==> src/design/dsrv_pkg.sv <==
// Package for the dual-slot record validator: constants, types and the CRC-32 word update.
`default_nettype none

package dsrv_pkg;

    // Record layout: magic, DATA_WORDS data words, sequence, crc, commit.
    localparam int DATA_WORDS = 5;
    localparam int POS_SEQ    = DATA_WORDS + 1;
    localparam int POS_CRC    = DATA_WORDS + 2;
    localparam int POS_COMMIT = DATA_WORDS + 3;
    localparam int POS_DONE   = DATA_WORDS + 4;
    localparam int POS_W      = $clog2(POS_DONE + 1);

    typedef logic [POS_W-1:0] t_pos;

    localparam t_pos P_MAGIC = t_pos'(0);
    localparam t_pos P_SEQ   = t_pos'(POS_SEQ);
    localparam t_pos P_CRC   = t_pos'(POS_CRC);
    localparam t_pos P_DONE  = t_pos'(POS_DONE);

    localparam logic [31:0] CRC_POLY     = 32'hEDB8_8320;
    localparam logic [31:0] CRC_INIT     = 32'hFFFF_FFFF;
    localparam logic [31:0] MAGIC_RESET  = 32'h5345_5431;
    localparam logic [31:0] COMMIT_RESET = 32'hC0FF_EE0A;

    // Configuration register indexes.
    localparam int CFG_IDX_W = 1;
    typedef logic [CFG_IDX_W-1:0] t_cfg_idx;
    localparam t_cfg_idx CFG_MAGIC  = t_cfg_idx'(0);
    localparam t_cfg_idx CFG_COMMIT = t_cfg_idx'(1);

    typedef enum logic [1:0] {
        FAIL_NONE   = 2'd0,
        FAIL_MAGIC  = 2'd1,
        FAIL_CRC    = 2'd2,
        FAIL_COMMIT = 2'd3
    } t_fail;

    typedef enum logic [1:0] {
        LOAD_NONE = 2'd0,
        LOAD_A    = 2'd1,
        LOAD_B    = 2'd2
    } t_load;

    // Outcome of one completed record, handed from the record checker to the slot table.
    typedef struct packed {
        logic        valid;
        logic        slot;
        t_fail       fail;
        logic [31:0] seq;
    } t_commit;

    // The 32-bit reflected CRC update is linear over GF(2); row j selects the
    // bits of (acc ^ word) that are XORed into result bit j.
    typedef logic [31:0][31:0] t_crc_mat;

    function automatic t_crc_mat crc_matrix();
        t_crc_mat    m;
        logic [31:0] col;
        m = '0;
        for (int i = 0; i < 32; i++) begin
            col = 32'd1 << i;
            for (int b = 0; b < 32; b++) begin
                col = col[0] ? ((col >> 1) ^ CRC_POLY) : (col >> 1);
            end
            for (int j = 0; j < 32; j++) begin
                m[j][i] = col[j];
            end
        end
        return m;
    endfunction

    localparam t_crc_mat CRC_MAT = crc_matrix();

    function automatic logic [31:0] crc_word(input logic [31:0] acc, input logic [31:0] w);
        logic [31:0] v;
        logic [31:0] r;
        v = acc ^ w;
        for (int j = 0; j < 32; j++) begin
            r[j] = ^(v & CRC_MAT[j]);
        end
        return r;
    endfunction

endpackage

`default_nettype wire

==> src/design/dsrv_ifs.sv <==
// Handshake interfaces for the record word, result and configuration channels.
`default_nettype none

interface dsrv_in_if;
    logic        valid;
    logic        ready;
    logic [31:0] word;
    logic        slot;
    logic        first;

    modport source (output valid, output word, output slot, output first, input ready);
    modport sink   (input valid, input word, input slot, input first, output ready);
endinterface

interface dsrv_out_if;
    logic        valid;
    logic        ready;
    logic        record_slot;
    logic [1:0]  fail_code;
    logic        valid_a;
    logic        valid_b;
    logic [1:0]  load_choice;
    logic [31:0] load_seq;
    logic        write_slot;
    logic [31:0] next_seq;

    modport source (output valid, output record_slot, output fail_code, output valid_a,
                    output valid_b, output load_choice, output load_seq,
                    output write_slot, output next_seq, input ready);
    modport sink   (input valid, input record_slot, input fail_code, input valid_a,
                    input valid_b, input load_choice, input load_seq,
                    input write_slot, input next_seq, output ready);
endinterface

interface dsrv_cfg_if;
    logic                           valid;
    logic                           ready;
    logic [dsrv_pkg::CFG_IDX_W-1:0] index;
    logic [31:0]                    data;

    modport source (output valid, output index, output data, input ready);
    modport sink   (input valid, input index, input data, output ready);
endinterface

`default_nettype wire

==> src/design/dsrv_cfg_regs.sv <==
// Configuration registers: expected magic and commit words.
`default_nettype none

module dsrv_cfg_regs (
    input  wire          i_clk,
    input  wire          i_rst_n,
    dsrv_cfg_if.sink     i_cfg,
    output logic [31:0]  o_magic,
    output logic [31:0]  o_commit
);

    logic [31:0] r_magic;
    logic [31:0] r_commit;

    assign i_cfg.ready = 1'b1;
    assign o_magic     = r_magic;
    assign o_commit    = r_commit;

    always_ff @(posedge i_clk) begin
        if (!i_rst_n) begin
            r_magic  <= dsrv_pkg::MAGIC_RESET;
            r_commit <= dsrv_pkg::COMMIT_RESET;
        end else if (i_cfg.valid) begin
            case (i_cfg.index)
                dsrv_pkg::CFG_MAGIC:  r_magic  <= i_cfg.data;
                dsrv_pkg::CFG_COMMIT: r_commit <= i_cfg.data;
                default: ;
            endcase
        end
    end

endmodule

`default_nettype wire

==> src/design/dsrv_record.sv <==
// Input register and record checker: word position, running CRC, magic, CRC and commit checks.
`default_nettype none

module dsrv_record (
    input  wire                i_clk,
    input  wire                i_rst_n,
    dsrv_in_if.sink            i_req,
    input  wire                i_advance,
    input  wire  [31:0]        i_magic,
    input  wire  [31:0]        i_commit,
    output dsrv_pkg::t_commit  o_evt
);

    logic                 r_in_valid;
    logic [31:0]          r_word;
    logic                 r_slot;
    logic                 r_first;

    logic [31:0]          r_crc;
    dsrv_pkg::t_pos       r_pos;
    logic                 r_magic_ok;
    logic                 r_crc_ok;
    logic [31:0]          r_seq;

    logic [31:0]          n_crc;
    dsrv_pkg::t_pos       n_pos;
    logic                 n_magic_ok;
    logic                 n_crc_ok;
    logic [31:0]          n_seq;

    logic                 fire;
    dsrv_pkg::t_pos       pos_eff;
    logic [31:0]          crc_eff;

    assign fire        = r_in_valid && i_advance;
    assign i_req.ready = !r_in_valid || i_advance;

    always_ff @(posedge i_clk) begin
        if (!i_rst_n) begin
            r_in_valid <= 1'b0;
        end else if (i_req.ready) begin
            r_in_valid <= i_req.valid;
        end
    end

    always_ff @(posedge i_clk) begin
        if (i_req.ready && i_req.valid) begin
            r_word  <= i_req.word;
            r_slot  <= i_req.slot;
            r_first <= i_req.first;
        end
    end

    always_comb begin
        pos_eff    = r_first ? dsrv_pkg::P_MAGIC : r_pos;
        crc_eff    = r_first ? dsrv_pkg::CRC_INIT : r_crc;
        n_crc      = crc_eff;
        n_pos      = pos_eff;
        n_magic_ok = r_magic_ok;
        n_crc_ok   = r_crc_ok;
        n_seq      = r_seq;
        o_evt      = '0;
        o_evt.slot = r_slot;
        o_evt.seq  = r_seq;
        o_evt.fail = dsrv_pkg::FAIL_NONE;

        if (pos_eff >= dsrv_pkg::P_DONE) begin
            // Trailing words after a commit are dropped until the next first word.
        end else if (pos_eff < dsrv_pkg::P_CRC) begin
            if (pos_eff == dsrv_pkg::P_MAGIC) begin
                n_magic_ok = (r_word == i_magic);
            end
            if (pos_eff == dsrv_pkg::P_SEQ) begin
                n_seq = r_word;
            end
            n_crc = dsrv_pkg::crc_word(crc_eff, r_word);
            n_pos = pos_eff + dsrv_pkg::t_pos'(1);
        end else if (pos_eff == dsrv_pkg::P_CRC) begin
            n_crc_ok = (~crc_eff == r_word);
            n_pos    = pos_eff + dsrv_pkg::t_pos'(1);
        end else begin
            n_pos       = dsrv_pkg::P_DONE;
            o_evt.valid = fire;
            if (!r_magic_ok) begin
                o_evt.fail = dsrv_pkg::FAIL_MAGIC;
            end else if (!r_crc_ok) begin
                o_evt.fail = dsrv_pkg::FAIL_CRC;
            end else if (r_word != i_commit) begin
                o_evt.fail = dsrv_pkg::FAIL_COMMIT;
            end else begin
                o_evt.fail = dsrv_pkg::FAIL_NONE;
            end
        end
    end

    always_ff @(posedge i_clk) begin
        if (!i_rst_n) begin
            r_crc      <= dsrv_pkg::CRC_INIT;
            r_pos      <= dsrv_pkg::P_MAGIC;
            r_magic_ok <= 1'b0;
            r_crc_ok   <= 1'b0;
            r_seq      <= '0;
        end else if (fire) begin
            r_crc      <= n_crc;
            r_pos      <= n_pos;
            r_magic_ok <= n_magic_ok;
            r_crc_ok   <= n_crc_ok;
            r_seq      <= n_seq;
        end
    end

endmodule

`default_nettype wire

==> src/design/dsrv_select.sv <==
// Slot table, load and write slot selection, and the result register.
`default_nettype none

module dsrv_select (
    input  wire                i_clk,
    input  wire                i_rst_n,
    input  dsrv_pkg::t_commit  i_evt,
    output logic               o_advance,
    dsrv_out_if.source         o_res
);

    logic                 r_va;
    logic                 r_vb;
    logic [31:0]          r_sa;
    logic [31:0]          r_sb;

    logic                 n_va;
    logic                 n_vb;
    logic [31:0]          n_sa;
    logic [31:0]          n_sb;

    logic                 r_out_valid;
    logic                 r_rec_slot;
    dsrv_pkg::t_fail      r_fail;
    logic                 r_out_va;
    logic                 r_out_vb;
    dsrv_pkg::t_load      r_choice;
    logic [31:0]          r_lseq;
    logic                 r_wslot;
    logic [31:0]          r_nseq;

    logic                 rec_ok;
    dsrv_pkg::t_load      choice;
    logic [31:0]          lseq;
    logic                 wslot;

    assign o_advance = !r_out_valid || o_res.ready;
    assign rec_ok    = (i_evt.fail == dsrv_pkg::FAIL_NONE);

    always_comb begin
        n_va = r_va;
        n_vb = r_vb;
        n_sa = r_sa;
        n_sb = r_sb;
        if (i_evt.valid) begin
            if (i_evt.slot) begin
                n_vb = rec_ok;
                n_sb = rec_ok ? i_evt.seq : 32'd0;
            end else begin
                n_va = rec_ok;
                n_sa = rec_ok ? i_evt.seq : 32'd0;
            end
        end

        if (n_va && n_vb) begin
            choice = (n_sb >= n_sa) ? dsrv_pkg::LOAD_B : dsrv_pkg::LOAD_A;
            lseq   = (n_sb >= n_sa) ? n_sb : n_sa;
            wslot  = (n_sb <= n_sa);
        end else if (n_va) begin
            choice = dsrv_pkg::LOAD_A;
            lseq   = n_sa;
            wslot  = 1'b1;
        end else if (n_vb) begin
            choice = dsrv_pkg::LOAD_B;
            lseq   = n_sb;
            wslot  = 1'b0;
        end else begin
            choice = dsrv_pkg::LOAD_NONE;
            lseq   = 32'd0;
            wslot  = 1'b0;
        end
    end

    always_ff @(posedge i_clk) begin
        if (!i_rst_n) begin
            r_va        <= 1'b0;
            r_vb        <= 1'b0;
            r_sa        <= '0;
            r_sb        <= '0;
            r_out_valid <= 1'b0;
        end else begin
            if (i_evt.valid) begin
                r_va <= n_va;
                r_vb <= n_vb;
                r_sa <= n_sa;
                r_sb <= n_sb;
            end
            if (o_advance) begin
                r_out_valid <= i_evt.valid;
            end
        end
    end

    always_ff @(posedge i_clk) begin
        if (o_advance && i_evt.valid) begin
            r_rec_slot <= i_evt.slot;
            r_fail     <= i_evt.fail;
            r_out_va   <= n_va;
            r_out_vb   <= n_vb;
            r_choice   <= choice;
            r_lseq     <= lseq;
            r_wslot    <= wslot;
            // With no valid slot lseq is zero, so this also gives the default of one.
            r_nseq     <= lseq + 32'd1;
        end
    end

    assign o_res.valid       = r_out_valid;
    assign o_res.record_slot = r_rec_slot;
    assign o_res.fail_code   = r_fail;
    assign o_res.valid_a     = r_out_va;
    assign o_res.valid_b     = r_out_vb;
    assign o_res.load_choice = r_choice;
    assign o_res.load_seq    = r_lseq;
    assign o_res.write_slot  = r_wslot;
    assign o_res.next_seq    = r_nseq;

    a_none_defaults: assert property (@(posedge i_clk) disable iff (!i_rst_n)
        (r_out_valid && r_choice == dsrv_pkg::LOAD_NONE) |-> (r_lseq == 32'd0 && r_nseq == 32'd1))
        else $error("no slot chosen but sequence outputs are not the defaults");

    a_next_follows_load: assert property (@(posedge i_clk) disable iff (!i_rst_n)
        (r_out_valid && r_choice != dsrv_pkg::LOAD_NONE) |-> (r_nseq == r_lseq + 32'd1))
        else $error("next sequence does not follow the loaded sequence");

    a_ok_sets_valid: assert property (@(posedge i_clk) disable iff (!i_rst_n)
        (r_out_valid && r_fail == dsrv_pkg::FAIL_NONE) |->
            ((r_rec_slot && r_out_vb) || (!r_rec_slot && r_out_va)))
        else $error("valid record did not mark its slot valid");

    a_invalid_seq_zero: assert property (@(posedge i_clk) disable iff (!i_rst_n)
        (!r_va |-> r_sa == 32'd0) and (!r_vb |-> r_sb == 32'd0))
        else $error("invalid slot holds a nonzero sequence");

endmodule

`default_nettype wire

==> src/design/dual_slot_record_validator.sv <==
// Top level of the dual-slot record validator.
// An accepted record word is held in the input register and checked from there; for a
// commit word the result request is valid once the result register takes the outcome.
// Throughput: one word per cycle; a result that waits on the sink stalls all input words.
// Reset (i_rst_n low, synchronous) empties both registers, clears the slot table, sets the
// running CRC to all ones and the word position to the magic word, and reloads the defaults.
`default_nettype none

module dual_slot_record_validator (
    input  wire        i_clk,
    input  wire        i_rst_n,
    dsrv_in_if.sink    i_req,
    dsrv_cfg_if.sink   i_cfg,
    dsrv_out_if.source o_res
);

    // The datapath has two register stages. The record checker holds the accepted
    // word in its input register; from there the word updates the position,
    // the CRC and the magic, sequence and CRC checks. On the commit word the checker
    // hands a commit event to the slot table, which updates the slot's valid flag and
    // sequence and computes load and write selection into the result register.
    //
    // Both stages move together whenever the result register is empty or its request
    // is being taken, so a stalled result only holds the pipe when the sink is slow.
    // Words that produce no result still pass through the stages in order.

    logic              advance;
    logic [31:0]       magic;
    logic [31:0]       commit;
    dsrv_pkg::t_commit evt;

    // Expected magic and commit words; the user writes them only while no record is in flight; not enforced.
    dsrv_cfg_regs u_cfg (
        .i_clk    (i_clk),
        .i_rst_n  (i_rst_n),
        .i_cfg    (i_cfg),
        .o_magic  (magic),
        .o_commit (commit)
    );

    // Record position tracking, CRC-32 over magic through sequence, and the
    // failure priority (bad magic, then CRC mismatch, then missing commit).
    dsrv_record u_record (
        .i_clk     (i_clk),
        .i_rst_n   (i_rst_n),
        .i_req     (i_req),
        .i_advance (advance),
        .i_magic   (magic),
        .i_commit  (commit),
        .o_evt     (evt)
    );

    // Per-slot valid flags and sequences; newer sequence is loaded with B winning
    // ties, and the older slot is the one to overwrite next (B on a tie as well).
    dsrv_select u_select (
        .i_clk     (i_clk),
        .i_rst_n   (i_rst_n),
        .i_evt     (evt),
        .o_advance (advance),
        .o_res     (o_res)
    );

endmodule

`default_nettype wire

==> src/flat_wrapper.sv <==
// flat-port wrapper written by rule: the top's interface ports become plain ports
module dual_slot_record_validator_flat 
  (i_clk, i_rst_n, i_req_valid, i_req_word, i_req_slot, i_req_first, i_req_ready, i_cfg_valid, i_cfg_index, i_cfg_data, i_cfg_ready, o_res_valid, o_res_record_slot, o_res_fail_code, o_res_valid_a, o_res_valid_b, o_res_load_choice, o_res_load_seq, o_res_write_slot, o_res_next_seq, o_res_ready);
  dsrv_in_if i_req_i ();
  dsrv_cfg_if i_cfg_i ();
  dsrv_out_if o_res_i ();
  input  wire i_clk;
  input  wire i_rst_n;
  input wire logic [$bits(i_req_i.valid)-1:0] i_req_valid;
  input wire logic [$bits(i_req_i.word)-1:0] i_req_word;
  input wire logic [$bits(i_req_i.slot)-1:0] i_req_slot;
  input wire logic [$bits(i_req_i.first)-1:0] i_req_first;
  output wire logic [$bits(i_req_i.ready)-1:0] i_req_ready;
  input wire logic [$bits(i_cfg_i.valid)-1:0] i_cfg_valid;
  input wire logic [$bits(i_cfg_i.index)-1:0] i_cfg_index;
  input wire logic [$bits(i_cfg_i.data)-1:0] i_cfg_data;
  output wire logic [$bits(i_cfg_i.ready)-1:0] i_cfg_ready;
  output wire logic [$bits(o_res_i.valid)-1:0] o_res_valid;
  output wire logic [$bits(o_res_i.record_slot)-1:0] o_res_record_slot;
  output wire logic [$bits(o_res_i.fail_code)-1:0] o_res_fail_code;
  output wire logic [$bits(o_res_i.valid_a)-1:0] o_res_valid_a;
  output wire logic [$bits(o_res_i.valid_b)-1:0] o_res_valid_b;
  output wire logic [$bits(o_res_i.load_choice)-1:0] o_res_load_choice;
  output wire logic [$bits(o_res_i.load_seq)-1:0] o_res_load_seq;
  output wire logic [$bits(o_res_i.write_slot)-1:0] o_res_write_slot;
  output wire logic [$bits(o_res_i.next_seq)-1:0] o_res_next_seq;
  input wire logic [$bits(o_res_i.ready)-1:0] o_res_ready;
  assign i_req_i.valid = i_req_valid;
  assign i_req_i.word = i_req_word;
  assign i_req_i.slot = i_req_slot;
  assign i_req_i.first = i_req_first;
  assign i_req_ready = i_req_i.ready;
  assign i_cfg_i.valid = i_cfg_valid;
  assign i_cfg_i.index = i_cfg_index;
  assign i_cfg_i.data = i_cfg_data;
  assign i_cfg_ready = i_cfg_i.ready;
  assign o_res_valid = o_res_i.valid;
  assign o_res_record_slot = o_res_i.record_slot;
  assign o_res_fail_code = o_res_i.fail_code;
  assign o_res_valid_a = o_res_i.valid_a;
  assign o_res_valid_b = o_res_i.valid_b;
  assign o_res_load_choice = o_res_i.load_choice;
  assign o_res_load_seq = o_res_i.load_seq;
  assign o_res_write_slot = o_res_i.write_slot;
  assign o_res_next_seq = o_res_i.next_seq;
  assign o_res_i.ready = o_res_ready;
  dual_slot_record_validator u_core (.i_clk(i_clk), .i_rst_n(i_rst_n), .i_req(i_req_i), .i_cfg(i_cfg_i), .o_res(o_res_i));
endmodule
==> config.mk <==
export PLATFORM = sky130hd
export DESIGN_NAME = dual_slot_record_validator_flat
export DESIGN_NICKNAME = d
export VERILOG_FILES = /design/src/design/dsrv_pkg.sv /design/src/design/dsrv_ifs.sv /design/src/design/dsrv_cfg_regs.sv /design/src/design/dsrv_record.sv /design/src/design/dsrv_select.sv /design/src/design/dual_slot_record_validator.sv /design/src/flat_wrapper.sv
export SDC_FILE = /design/constraint.sdc
export NUM_CORES = 1
export LEC_CHECK = 0
export BUFFER_PORTS_ARGS = -buffer_cell sky130_fd_sc_hd__clkbuf_2
export CORE_MARGIN = 2
export CORE_UTILIZATION = 66
export CTS_BUF_LIST = sky130_fd_sc_hd__clkbuf_16
export CTS_CLUSTER_DIAMETER = 150
export DETAILED_ROUTE_END_ITERATION = 8
export PLACE_DENSITY = 0.87
export SYNTH_ARGS = -nofsm -noshare
export SYNTH_HDL_FRONTEND = slang
export SYNTH_HIERARCHICAL = 1
export SYNTH_SLANG_ARGS = --single-unit
export TNS_END_PERCENT = 10
==> constraint.sdc <==
create_clock -name i_clk -period 15 [get_ports i_clk]
set_input_delay 1.5 -clock i_clk [delete_from_list [all_inputs] [get_ports i_clk]]
set_output_delay 1.5 -clock i_clk [all_outputs]
set_load 0.005 [all_outputs]
; After elaboration in Yosys (flattened, before gate mapping)
; Cells that the tools add are included.
[totals]
register_bits = 308
inputBits = 72
out_inout_bits = 75
word_cells = 122
[op_classes]
add_sub_neg = 2
magnitude_cmp = 4
eq_ne = 5
n_mux = 35
bitwise = 5
reduce_logical = 47
[ops]
columns = operator, count
row1 = $reduce_xor 32->1, 32
row2 = $mux 32, 12
row3 = $eq 32x32->1, 2
row4 = $add 32x1->32 const B, 1
row5 = $ge 32x32->1, 1
row6 = $le 32x32->1, 1
row7 = $ne 32x32->1, 1
row8 = $not 32->32, 1
row9 = $xor 32x32->32, 1
row10 = $mux 2, 10
row11 = $mux 4, 4
row12 = $reduce_and 4->1, 3
row13 = $mux 1, 9
row14 = $eq 4x3->1 const B, 2
row15 = $add 4x1->4 const B, 1
row16 = $ge 4x4->1 const B, 1
row17 = $logic_and 1x1->1, 4
row18 = $logic_not 4->1, 1
row19 = $lt 4x3->1 const B, 1
row20 = $reduce_and 2->1, 2
row21 = $not 1->1, 3
row22 = $logic_not 1->1, 2
row23 = $logic_not 2->1, 1
row24 = $logic_or 1x1->1, 2

; Logic depth before layout (Yosys ltp)
; Gate-level depths: netlist of the first run.
[depth]
ltp_word = 15
mapped_depth = 39
ltp_nobuf = 27

; Cells and area by module
; The synthesis of the first run kept the hierarchy.
[modules_own_cells]
columns = module, n_inst, cells_per_inst, area_each_um2, seq_area_each_um2
row1 = dsrv_record, 1, 775, 8110.3, 2442.3
row2 = dsrv_select, 1, 736, 7268.2, 3503.4
row3 = dsrv_cfg_regs, 1, 280, 2544.9, 1281.2

; Worst setup path before layout of the first run
; Ideal clock, no wire load.
[synth_timing]
path_type = reg2reg
startpoint = register u_core.u_record.r_first
endpoint = register u_core.u_select.r_nseq[22], in the netlist u_core/u_select/o_res.next_seq[22], data pin
setup_time_ps = 258
t_arrival_ps = 7706
t_required_ps = 14742
setup_slack_ps = 7036
path_stages_with_launch = 40
n_path_buf = 14
synth_period_minus_slack_ps = 7964
cell_sequence = edfxtp_1 buf_6 buf_6 buf_6 buf_4 buf_2 nor2_1 inv_1 ha_1 nor3b_1 nand2_1 nor2_1 buf_6 nand2_1 buf_2 clkbuf_1 clkbuf_1 clkbuf_1 [4 not listed] ha_1 and2_1 a221o_1 a211o_1 nor2_2 nand4_2 and2_1 buf_6 clkbuf_1 buf_1 o22ai_1 ha_1 inv_1 o32ai_2 nand4_1 nor4_4 nand4_1 xnor2_1
[synth_rtl]
columns = element, line_no
row1 = "start, declared", dsrv_record.sv:17  ; logic r_first;
row2 = "start signal, assigned", dsrv_record.sv:50  ; r_first <= i_req.first;
row3 = "end signal, assigned", dsrv_select.sv:104  ; r_nseq <= lseq + 32'd1;
row4 = "end, declared", dsrv_select.sv:30  ; logic [31:0] r_nseq;

==> key figures, run 1 <==
Route
  • Routed wire length: 48130 µm
  • Routed via count: 13470
  • 1st-pass router iterations: 5
  • Post-DRT Antenna Nets: 0
  • Via density: 6.021
  • DRT iter0 DRCs: 1201
  • Routed len/inst: 21.52 µm
  • DRC Markers: 0

Clock tree
  • Clock root cell: clkbuf_16
  • Hold buffers post-CTS: 0
  • CTS Buf Count: 31
  • H-tree levels: 1
  • Setup Fix Bufs, Post-CTS: 0
  • CTS-repair resized insts: 0
  • Clock latency on the worst-skew pair: 580 ps
  • Clk buf depth: 3
  • CTS tree: yes
  • Clock sink count: 308
  • Worst-path clk slew: 60 ps

Logic synthesis
  • Multiplexer area fraction after synthesis: 0.02353
  • Yosys cell types: 88
  • Mapped Avg Cell Area: 10.01 µm²
  • Compound-cell area share of the yosys netlist: 0.1023
  • Synthesized flop and latch total: 308
  • Syn Nets: 1912
  • Dominant cell type by area after synthesis: dfxtp_1
  • Post-synthesis sequential area ratio: 0.4032
  • Post-synthesis simple-gate area fraction: 0.1629
  • Main combinational cell family by area after synthesis: XOR/XNOR gates
  • Synth warnings: 6
  • Synth Flop Type: dfxtp_1
  • Synth Instances: 1791
  • Synth top cells by count: nand2_1, dfxtp_1, xnor2_1
  • Post-synth top area share: 0.2256
  • Most numerous cell in the Yosys netlist: nand2_1
  • Post-synth EDFFs: 106
  • Top post-synthesis cells by area: dfxtp_1, edfxtp_1, xnor2_1
  • Xor and xnor area share after synthesis: 0.2254
  • Synthesized cell area: 0.01792 mm²
  • Post-Synth Adder-Cell Area: 0.03421
  • Async SR Flop Fraction: 0

Floorplan
  • Core area: 0.02680 mm²
  • Row cnt: 60
  • Die height: 168.8 µm
  • Die W: 168.8 µm
  • Ports: 147
  • Die area: 0.02849 mm²
  • Initial core utilization: 0.6688

Timing
  • Fin. Hold Viols: 0
  • Clk_skew: 12.60 ps
  • Min Hold Slack: 454.6 ps
  • Final Cycle Share: 0.5652
  • Slew @ Worst Pin: 1143 ps
  • RSZ-0062 raised after global routing: false
  • Slew headroom: 0.2349
  • Final Slew Violations: 0
  • Max Clk Rate: 0.1180 GHz
  • Final worst slack: 6523 ps
  • Final setup viols: 0
  • Sum of negative setup slack: 0 ps
  • Min cycle time layout: 8477 ps

Run status
  • Status: complete, no violations

Placed design
  • Buffers on Ports: 145
  • Pre-CTS setup slack: 6669 ps
  • Gpl congestion: 0.9953
  • HPWL Detailed: 34570 µm

GRT
  • First-pass GRT wire length: 74210 µm
  • Vias in the first global route: 12990
  • Gr ovfl total: 0
  • Total track usage: 0.3347
  • Largest net degree at the start of global routing: 104
  • Initial antenna violation count: 0

Worst setup path
  • Crit end category: flop
  • R2r setup slk: 6520 ps
  • Worst Path Arrival: 8800 ps
  • Critical Path RT: 15320 ps
  • Critical path type: flop to flop
  • Reg2Reg Depth: 26
  • Worst reg2reg startpoint: u_core/u_record/r_first
  • CP startpoint kind: flop
  • Crit Path Max Fanout: 58
  • Reg2reg end: u_core/u_select/o_res.next_seq[22]

Power and ir drop
  • VDD IR max: 0.1318 mV
  • LEAKAGE: 8.205 nW
  • Power density cells: 154.0 mW/mm²

Finish
  • Nets: 1992
  • Layout area overhead: 9.745%
  • Share of cells above drive strength 1: 0.1556
  • Multi-input logic area: 0.009848 mm²
  • Antenna cells: 0
  • Fillers: 1944
  • Area occupied by registers: 0.007227 mm²

Worst hold path
  • Worst hold endpoint: u_core/u_record/r_seq[5]
  • Worst Min Path Start: u_core/u_record/r_seq[5]
  • WHS Path Cells: 2
  • Hold crit path type: flop to flop

Job
  • Maxcap violations: 0
routing by layer:
metal,vias to the layer above,track usage,wire [µm]
li1,6304,-,-
met1,6389,0.4387,19320
met2,648,0.5647,22990
met3,129,0.04466,3535
met4,0,0.1342,2283
met5,-,0,0
report_power, final:
group	leakage (nW)	internal (mW)	switching [mW]
Clock	0.538	0.452	0.339
Combinational	4.89	0.716	0.558
Sequential	2.78	0.903	0.0623
Total	8.21	2.07	0.959
worst max path at each step:
stage	slack (ps)	cells after the start	to	startpoint
after global routing	5960	26	u_core/u_select/o_res.next_seq[30]	u_core/u_record/r_first
after global placement	7050	21	u_core/u_select/o_res.next_seq[22]	o_res_ready
final	6520	26	u_core/u_select/o_res.next_seq[22]	u_core/u_record/r_first
after floorplan	7040	39	u_core/u_select/o_res.next_seq[22]	u_core/u_record/r_first
after CTS	6670	26	u_core/u_select/o_res.next_seq[22]	u_core/u_record/r_first
after detailed placement	6670	23	u_core/u_select/o_res.next_seq[22]	o_res_ready
layout by cell type, fill, tap and decap left out, types with 7 or more instances in the layout:
cell type	Yosys	final
clkbuf_2	0	144
and4_1	11	11
mux2i_1	37	37
xor2_1	79	79
and2_1	30	28
o211ai_1	53	53
nand3b_1	14	14
nand3_1	39	39
nand2_1	207	207
nor2_1	118	116
xnor2_1	165	165
o22ai_1	13	13
nor3_1	19	19
ha_1	49	49
xnor2_2	30	30
buf_4	7	15
a21oi_1	113	113
nor2b_1	52	51
nor4_1	14	14
edfxtp_1	106	106
clkbuf_16	0	33
o21ai_0	25	25
nor2_2	10	12
xnor2_4	8	8
nand2b_1	9	8
a211o_1	8	8
a31oi_1	10	10
or2_2	7	7
dfxtp_1	202	202
inv_1	73	79
nand4_1	27	27
xnor3_1	46	46
through the flow:
step | util | total power [mW] | instances | cell area [µm²]
after CTS | 0.7339 | 3.022 | 2237 | 19670
after detailed placement | 0.6949 | 2.227 | 2179 | 18620
after global routing | 0.7339 | 3.126 | 2237 | 19670
final | 0.7339 | 3.029 | 2237 | 19670
after global placement | 0.6949 | 2.220 | 2179 | 18620
after floorplan | - | 1.986 | 1791 | 17920
flip-flops by register name, indices dropped and copies added (netlist names):
name / flops
u_core/u_cfg/o_commit: 32
u_core/u_cfg/o_magic: 32
u_core/u_record/r_crc: 32
u_core/u_record/r_seq: 32
u_core/u_record/r_word: 32
u_core/u_select/o_res.load_seq: 32
u_core/u_select/o_res.next_seq: 32
u_core/u_select/r_sa: 32
u_core/u_select/r_sb: 32
u_core/u_record/r_pos: 4
u_core/u_select/o_res.fail_code: 2
u_core/u_select/o_res.load_choice: 2
u_core/u_record/r_crc_ok: 1
u_core/u_record/r_first: 1
u_core/u_record/r_in_valid: 1
u_core/u_record/r_magic_ok: 1
u_core/u_record/r_slot: 1
u_core/u_select/o_res.record_slot: 1
u_core/u_select/o_res.valid: 1
u_core/u_select/o_res.valid_a: 1
u_core/u_select/o_res.valid_b: 1
u_core/u_select/o_res.write_slot: 1
u_core/u_select/r_va: 1
u_core/u_select/r_vb: 1
critical path, cell delays in order, from the launching register on:
cell       delay (ps)
edfxtp_1          330
buf_4             560
nor2_1            160
inv_1             180
ha_1              170
nor3b_1           310
nand2_1           120
nor2_1            580
nand2_1           490
buf_4             410
a21oi_1           360
inv_1              90
ha_1              300
nand3_1           110
or3_1             390
a211oi_1          420
nand3_1           270
and4_1            320
a2111oi_1         460
or2_2             200
ha_1              190
inv_1              70
o32ai_2           460
nand4_1           300
nor4_4            520
nand4_1           190
xnor2_1           180
layout make-up:
type                    instances  area share
clock buffers                  33     0.04198
clock inverters                25     0.01120
multi-input cells            1294      0.5007
inverters                      77     0.01469
repair buffers                159     0.04236
flip-flops and latches        308      0.3674
well taps                     341     0.02169
cells by family (layout without fill, tap and decap cells):
group / count (synthesis) / after routing
AO/OA/AOI/OAI: 283 / 283
XOR/XNOR: 335 / 335
adder cells (fa/ha/maj): 49 / 49
buffers and inverters: 189 / 294
flip-flops: 308 / 308
multiplexers: 40 / 40
other: 1 / 1
AND/OR/NAND/NOR: 586 / 586
No activity file was read; power rests on OpenSTA's default activity.
==> run 2: changes to the inputs <==
CORE_UTILIZATION = 61   (was 66)
PLACE_DENSITY = 0.81   (was 0.87)
clock period = 8 ns   (was 15 ns; I/O delays follow)
==> run 2 against run 1 <==
Compared with the run above: combinational power increased by 89%; largest cell class unchanged; core utilization decreased by 3.8 points; setup slack got worse by 6000 ps; non-clock buffer count increased by 36; final cell count increased by 3.7%; global-route usage decreased by 1.3 points.
==> key figures, run 2 (synthesis results as in run 1) <==
Run status
  • Status: complete, no violations

Power and ir drop
  • Sw Pwr: 1.786 mW (+86%)
  • Combinational fraction of design power: 0.419 (about the same)
  • Sequential share of power: 0.314 (-0.005)
  • VDD IR max: 0.2461 mV (+87%)
  • Internal power: 3.947 mW (+91%)
  • Clk pwr share: 0.267 (+0.006)
  • Sw Ratio: 0.3115 (-0.004953)
  • Power density cells: 286.1 mW/mm² (+86%)
  • LEAKAGE: 8.411 nW (+2.5%)

Finish
  • Most frequent cells in the layout: nand2_1, dfxtp_1, xnor2_1
  • Nets: 2031 (+2.0%)
  • Most common cell after layout, fill and taps aside: nand2_1
  • Share of cells above drive strength 1: 0.1695 (+0.01392)
  • Fin cells: 2319 (+3.7%)
  • Antenna cells: 0 (unchanged)
  • Layout area overhead: 11.79%

GRT
  • Gr ovfl total: 0 (unchanged)
  • Total track usage: 0.3217 (-0.01296)
  • Largest net degree at the start of global routing: 72 (-31%)
  • Vias in the first global route: 13011 (+0.16%)
  • Initial antenna violation count: 0 (unchanged)
  • First-pass GRT wire length: 75860 µm (+2.2%)

Floorplan
  • Die area: 0.03077 mm² (+8.0%)
  • Core area: 0.02878 mm² (+7.4%)
  • Die W: 175.4 µm (+3.9%)
  • Initial core utilization: 0.6228 (-0.04600)
  • Ports: 147 (unchanged)
  • Die height: 175.4 µm (+3.9%)
  • Row cnt: 62 (+3.3%)

Worst setup path
  • Most common cell on crit path: nand3_1
  • Critical Path RT: 8260 ps (-7060 ps)
  • Slowest-stage cell, CP: edfxtp_1
  • Crit Path Max Fanout: 31 (-47%)
  • Worst Path Arrival: 7710 ps (-1090 ps)
  • Max incr delay on CP: 650 ps (+70 ps)
  • CP startpoint kind: flop
  • CP Buf/Inv Count: 3 (-2)
  • Crit end category: flop
  • Top delay family on crit path: simple AND/OR/NAND/NOR gates
  • Critical path type: flop to flop
  • CP cell instances: xor2_1, nor4_1, nand4_1, o2111a_1, nor2_2, buf_4, nand2_1, o21ai_0, ha_1, nand3_1, or3_1, a211oi_1, nand3_1, and4_1, a2111oi_1, or2_2, ha_1, inv_1, o32ai_2, nand4_1, nor4_4, buf_4, nand3_1, xnor2_1

Clock tree
  • CTS tree: yes
  • Worst-path clk slew: 60 ps (about the same)
  • Clock sink count: 308 (unchanged)
  • H-tree levels: 2 (+1)
  • CTS Buf Count: 34 (+9.7%)
  • Clock latency on the worst-skew pair: 510 ps (-70 ps)
  • Clock root cell: clkbuf_16
  • Clk buf depth: 3 (unchanged)

Timing
  • Final Slew Violations: 0 (unchanged)
  • Max Clk Rate: 0.1341 GHz (+14%)
  • Slew headroom: 0.2619 (+0.02699)
  • Min cycle time layout: 7454 ps (-1023 ps)
  • Sum of negative setup slack: 0 ps (unchanged)
  • Clk_skew: 13.22 ps (+0.6235 ps)
  • Fin. Hold Viols: 0 (unchanged)
  • Slew @ Worst Pin: 1107 ps (-36.26 ps)
  • RSZ-0062 raised after global routing: false
  • Final Cycle Share: 0.9318 (+0.3667)
  • Final setup viols: 0 (unchanged)

Worst hold path
  • Hold crit path type: flop to flop

Route
  • DRT iter0 DRCs: 1289 (+7.3%)
  • Routed len/inst: 21.43 µm (-0.38%)
  • Routed wire length: 49710 µm (+3.3%)
  • DRC Markers: 0 (unchanged)
  • Post-DRT Antenna Nets: 0 (unchanged)
  • 1st-pass router iterations: 5 (unchanged)
  • Routed via count: 13639 (+1.3%)
  • Via density: 5.881 (-2.3%)

Placed design
  • Buffers on Ports: 145 (unchanged)
  • DP Cell Count: 2257 (+3.6%)
  • HPWL Detailed: 36980 µm (+7.0%)
  • Gpl congestion: 1.011 (+1.5%)

Job
  • Maxcap violations: 0 (unchanged)
-- run 2: changes by cell type in the layout (fill, tap and decap cells not counted), sizes merged --
cell	before	now
buf	15	51
clkbuf	177	180
clkinv	12	9
inv	86	89
-- run 2: path summary, 6_finish.rpt --
check,start,end,slack (ps),cells past startpoint
min reg2reg,u_core/u_record/r_seq[30],u_core/u_record/r_seq[30],460,2
min,u_core/u_record/r_seq[30],u_core/u_record/r_seq[30],460,2
max,u_core/u_record/r_word[21],u_core/u_select/o_res.next_seq[20],550,24
max reg2reg,u_core/u_record/r_word[21],u_core/u_select/o_res.next_seq[20],550,24
-- run 2: stage by stage --
stage / hold WS (ps) / util / area [µm²] / setup WS (ps) / power, mW
after detailed placement: 449.1 / 0.6581 / 18940 / 702.1 / 4.190
after CTS: 446.5 / 0.6959 / 20030 / 657.4 / 5.725
after global placement: 446.0 / 0.6581 / 18940 / 847.7 / 4.181
after global routing: 448.2 / 0.6962 / 20040 / 26.17 / 5.932
final: 459.9 / 0.6962 / 20040 / 545.5 / 5.733
after floorplan: 431.5 / - / 17920 / 36.11 / 3.724
-- run 2: layout make-up --
| cell class | instances | area [µm²] |
|---|---|---|
| Clock buffer | 36 | 900.9 |
| Clock inverter | 25 | 188.9 |
| Fill cell | 2219 | 8743 |
| Inverter | 77 | 289.0 |
| Multi-Input combinational cell | 1294 | 9847 |
| Sequential cell | 308 | 7227 |
| Tap cell | 384 | 480.5 |
| Timing Repair Buffer | 195 | 1104 |
-- run 2: layer usage --
layer	track usage	part of all wire
met4	0.1408	0.047
met1	0.4228	0.40
met3	0.04307	0.074
met5	0	0
met2	0.5343	0.47
-- run 2: repair_timing --
action / in CTS / in global routing
hold buffers: 0 / 0
setup buffers: 0 / 1
setup endpoints to repair: 0 / 6
gates resized for setup: 0 / 0
-- run 2: worst register-to-register path, stage by stage (launching register included) --
cell and delay [ps]:
edfxtp_1 650, xor2_1 270, nor4_1 440, nand4_1 370
o2111a_1 450, nor2_2 130, buf_4 330, nand2_1 140
o21ai_0 410, ha_1 200, nand3_1 110, or3_1 450
a211oi_1 430, nand3_1 260, and4_1 310, a2111oi_1 470
or2_2 210, ha_1 190, inv_1 60, o32ai_2 300
nand4_1 230, nor4_4 320, buf_4 210, nand3_1 130
xnor2_1 140
-- run 2: power by group through the flow --
stage               Combinational (mW)  Sequential [mW]  Clock, mW
floorplan                         1.95             1.77          0
global placement                  2.35             1.83          0
detailed placement                2.36             1.83          0
CTS                               2.38             1.80       1.55
global route                      2.51             1.81       1.61
finish                            2.40             1.80       1.53
==> run 3: changes to the inputs <==
CORE_ASPECT_RATIO = 0.75   (was default)
==> run 3 against run 2 <==
Compared with the run above: design area shrank 0.72%; highest routed layer unchanged; critical path type unchanged; sequential power hardly changed; count of clock-buffer cells in the layout decreased by 5; largest power group unchanged.
==> key figures, run 3 (synthesis results as in run 1) <==
Route
  • DRC Markers: 0 (unchanged)
  • Routed len/inst: 21.38 µm (-0.27%)
  • DRT iter0 DRCs: 1496 (+16%)
  • 1st-pass router iterations: 6 (+1)
  • Routed via count: 13704 (+0.48%)
  • Via density: 5.912 (+0.52%)
  • Post-DRT Antenna Nets: 0 (unchanged)
  • Routed wire length: 49550 µm (-0.32%)

Timing
  • Final setup viols: 0 (unchanged)
  • Final Slew Violations: 0 (unchanged)
  • Final Cycle Share: 0.9291 (-0.002753)
  • Max Clk Rate: 0.1345 GHz (+0.30%)
  • Clk_skew: 18.79 ps (+5.569 ps)
  • Fin. Hold Viols: 0 (unchanged)
  • Slew @ Worst Pin: 1095 ps (-12.39 ps)
  • Min cycle time layout: 7432 ps (-22.02 ps)
  • Slew headroom: 0.2674 (+0.005563)

Clock tree
  • Clk buf depth: 3 (unchanged)
  • CTS tree: yes
  • Clock sink count: 308 (unchanged)
  • H-tree levels: 1 (-1)
  • Hold buffers post-CTS: 0 (unchanged)
  • CTS Buf Count: 31 (-8.8%)
  • Worst-path clk slew: 60 ps (about the same)
  • Clock root cell: clkbuf_16
  • Clock latency on the worst-skew pair: 580 ps (+70 ps)

Job
  • Maxcap violations: 0 (unchanged)

Finish
  • Final non-filler cell area: 0.01989 mm² (-0.72%)
  • Share of cells above drive strength 1: 0.1672 (-0.002323)
  • Most common cell after layout, fill and taps aside: nand2_1
  • Fin cells: 2318 (-0.043%)
  • Nets: 2022 (-0.44%)
  • Layout area overhead: 10.99%
  • Most frequent cells in the layout: nand2_1, dfxtp_1, xnor2_1
  • Antenna cells: 0 (unchanged)

Power and ir drop
  • LEAKAGE: 8.339 nW (-0.85%)
  • Total power: 5.618 mW (-2.0%)
  • VDD IR max: 0.2125 mV (-14%)
  • Power density cells: 282.4 mW/mm² (-1.3%)

Floorplan
  • Row cnt: 54 (-13%)
  • Core area: 0.02899 mm² (+0.71%)
  • Die height: 152.5 µm (-13%)
  • Ports: 147 (unchanged)
  • Die W: 201.9 µm (+15%)
  • Die area: 0.03078 mm² (about the same)
  • Initial core utilization: 0.6184 (-0.004409)

Worst setup path
  • Critical Path RT: 8330 ps (+70 ps)
  • Reg2reg end: u_core/u_select/o_res.next_seq[22]
  • CP startpoint: u_core/u_record/r_word[30]
  • Reg2Reg Depth: 26 (+8.3%)
  • Crit Path Max Fanout: 17 (-45%)
  • R2r setup slk: 570 ps (+20 ps)
  • Worst reg2reg startpoint: u_core/u_record/r_word[30]
  • CP startpoint kind: flop
  • Crit end category: flop
  • Worst Path Arrival: 7760 ps (+50 ps)
  • Critical path type: flop to flop

Placed design
  • Buffers on Ports: 145 (unchanged)
  • Placed Instance Area: 0.01890 mm² (-0.18%)
  • DP Cell Count: 2259 (+0.089%)
  • HPWL Detailed: 36500 µm (-1.3%)
  • Gpl congestion: 1.023 (+1.2%)

Worst hold path
  • Worst hold endpoint: u_core/u_record/r_word[8]
  • Hold crit path type: input pin to flop
  • WHS Path Cells: 1 (-1)
  • Worst Min Path Start: i_req_word[8]

GRT
  • Initial antenna violation count: 0 (unchanged)
  • Total track usage: 0.3184 (-0.003283)
  • Largest net degree at the start of global routing: 99 (+38%)
  • Gr ovfl total: 0 (unchanged)
  • Vias in the first global route: 12986 (-0.19%)
  • First-pass GRT wire length: 75960 µm (+0.14%)

Run status
  • Status: complete, no violations
-- run 3: cell count changes in the layout (fill, tap and decap cells not counted), moves of 2 or more --
cell       before  now
buf_4          51   45
clkbuf_16      36   31
clkinv_1        7    5
clkinv_2        2    4
clkinv_4        0    2
inv_1          82   85
inv_6           2    0
-- run 3: through the flow --
stage	hold WS, ps	utilization	TNS [ps]	worst slack, ps
6_report	392.3	0.6863	0	567.5
5_1_grt	386.0	0.6863	-42.93	-35.77
4_1_cts	379.3	0.6854	0	315.5
3_5_place_dp	445.1	0.6522	0	358.4
3_3_place_gp	444.8	0.6522	0	661.8
2_1_floorplan	431.5	-	0	36.11
-- run 3: worst max-delay path by stage --
stage               slack [ps]  cells past startpoint                            endpoint
CTS                        320                     24  u_core/u_select/o_res.next_seq[22]
floorplan                   40                     39  u_core/u_select/o_res.next_seq[22]
finish                     570                     26  u_core/u_select/o_res.next_seq[22]
global route               -40                     27  u_core/u_select/o_res.next_seq[22]
global placement           660                     24  u_core/u_select/o_res.next_seq[22]
detailed placement         360                     24  u_core/u_select/o_res.next_seq[22]
-- run 3: cell type report --
class	count	area [µm²]
clock buffer	31	775.7
clock inverter	27	187.7
fill	2188	9092
inverter	77	289.0
multi-input combinational	1294	9864
sequential	308	7227
tap	392	490.5
timing repair buffer	189	1059
-- run 3: routing by layer --
layer	wire, µm	vias up	track usage	part of all wire
met4	980	0	0.06443	0.020
met5	0	-	0	0
met2	21300	633	0.4737	0.43
met3	4848	72	0.05475	0.098
li1	-	6377	-	-
met1	22420	6622	0.4880	0.45
-- run 3: worst max-delay path, cell delays in order, from the launching register on --
cell and delay, ps:
edfxtp_1 620, xnor2_1 300, nand4_1 150, nor4_1 290, nand4_1 260, o2111a_1 450
nor2_2 180, buf_4 240, nand2_1 100, o21ai_0 440, ha_1 220, and4_1 250
and4_1 360, o2111a_1 320, nand3_1 190, and4_1 310, a2111oi_1 490, or2_2 200
ha_1 180, inv_1 60, o32ai_2 250, buf_4 180, nand4_1 240, nor4_4 350
buf_4 220, nand4_1 140, xnor2_1 180
-- run 3: what timing repair did --
action,in CTS,in global routing
endpoints found under the setup margin,0,8
setup buffers,0,1
resized for setup,0,5
hold endpoints to repair,0,0
-- run 3: power by group --
part	total [mW]	internal, mW	switching (mW)
registers	1.79	1.69	0.0968
logic	2.43	1.35	1.08
clock network	1.39	0.769	0.625
total	5.62	3.82	1.80
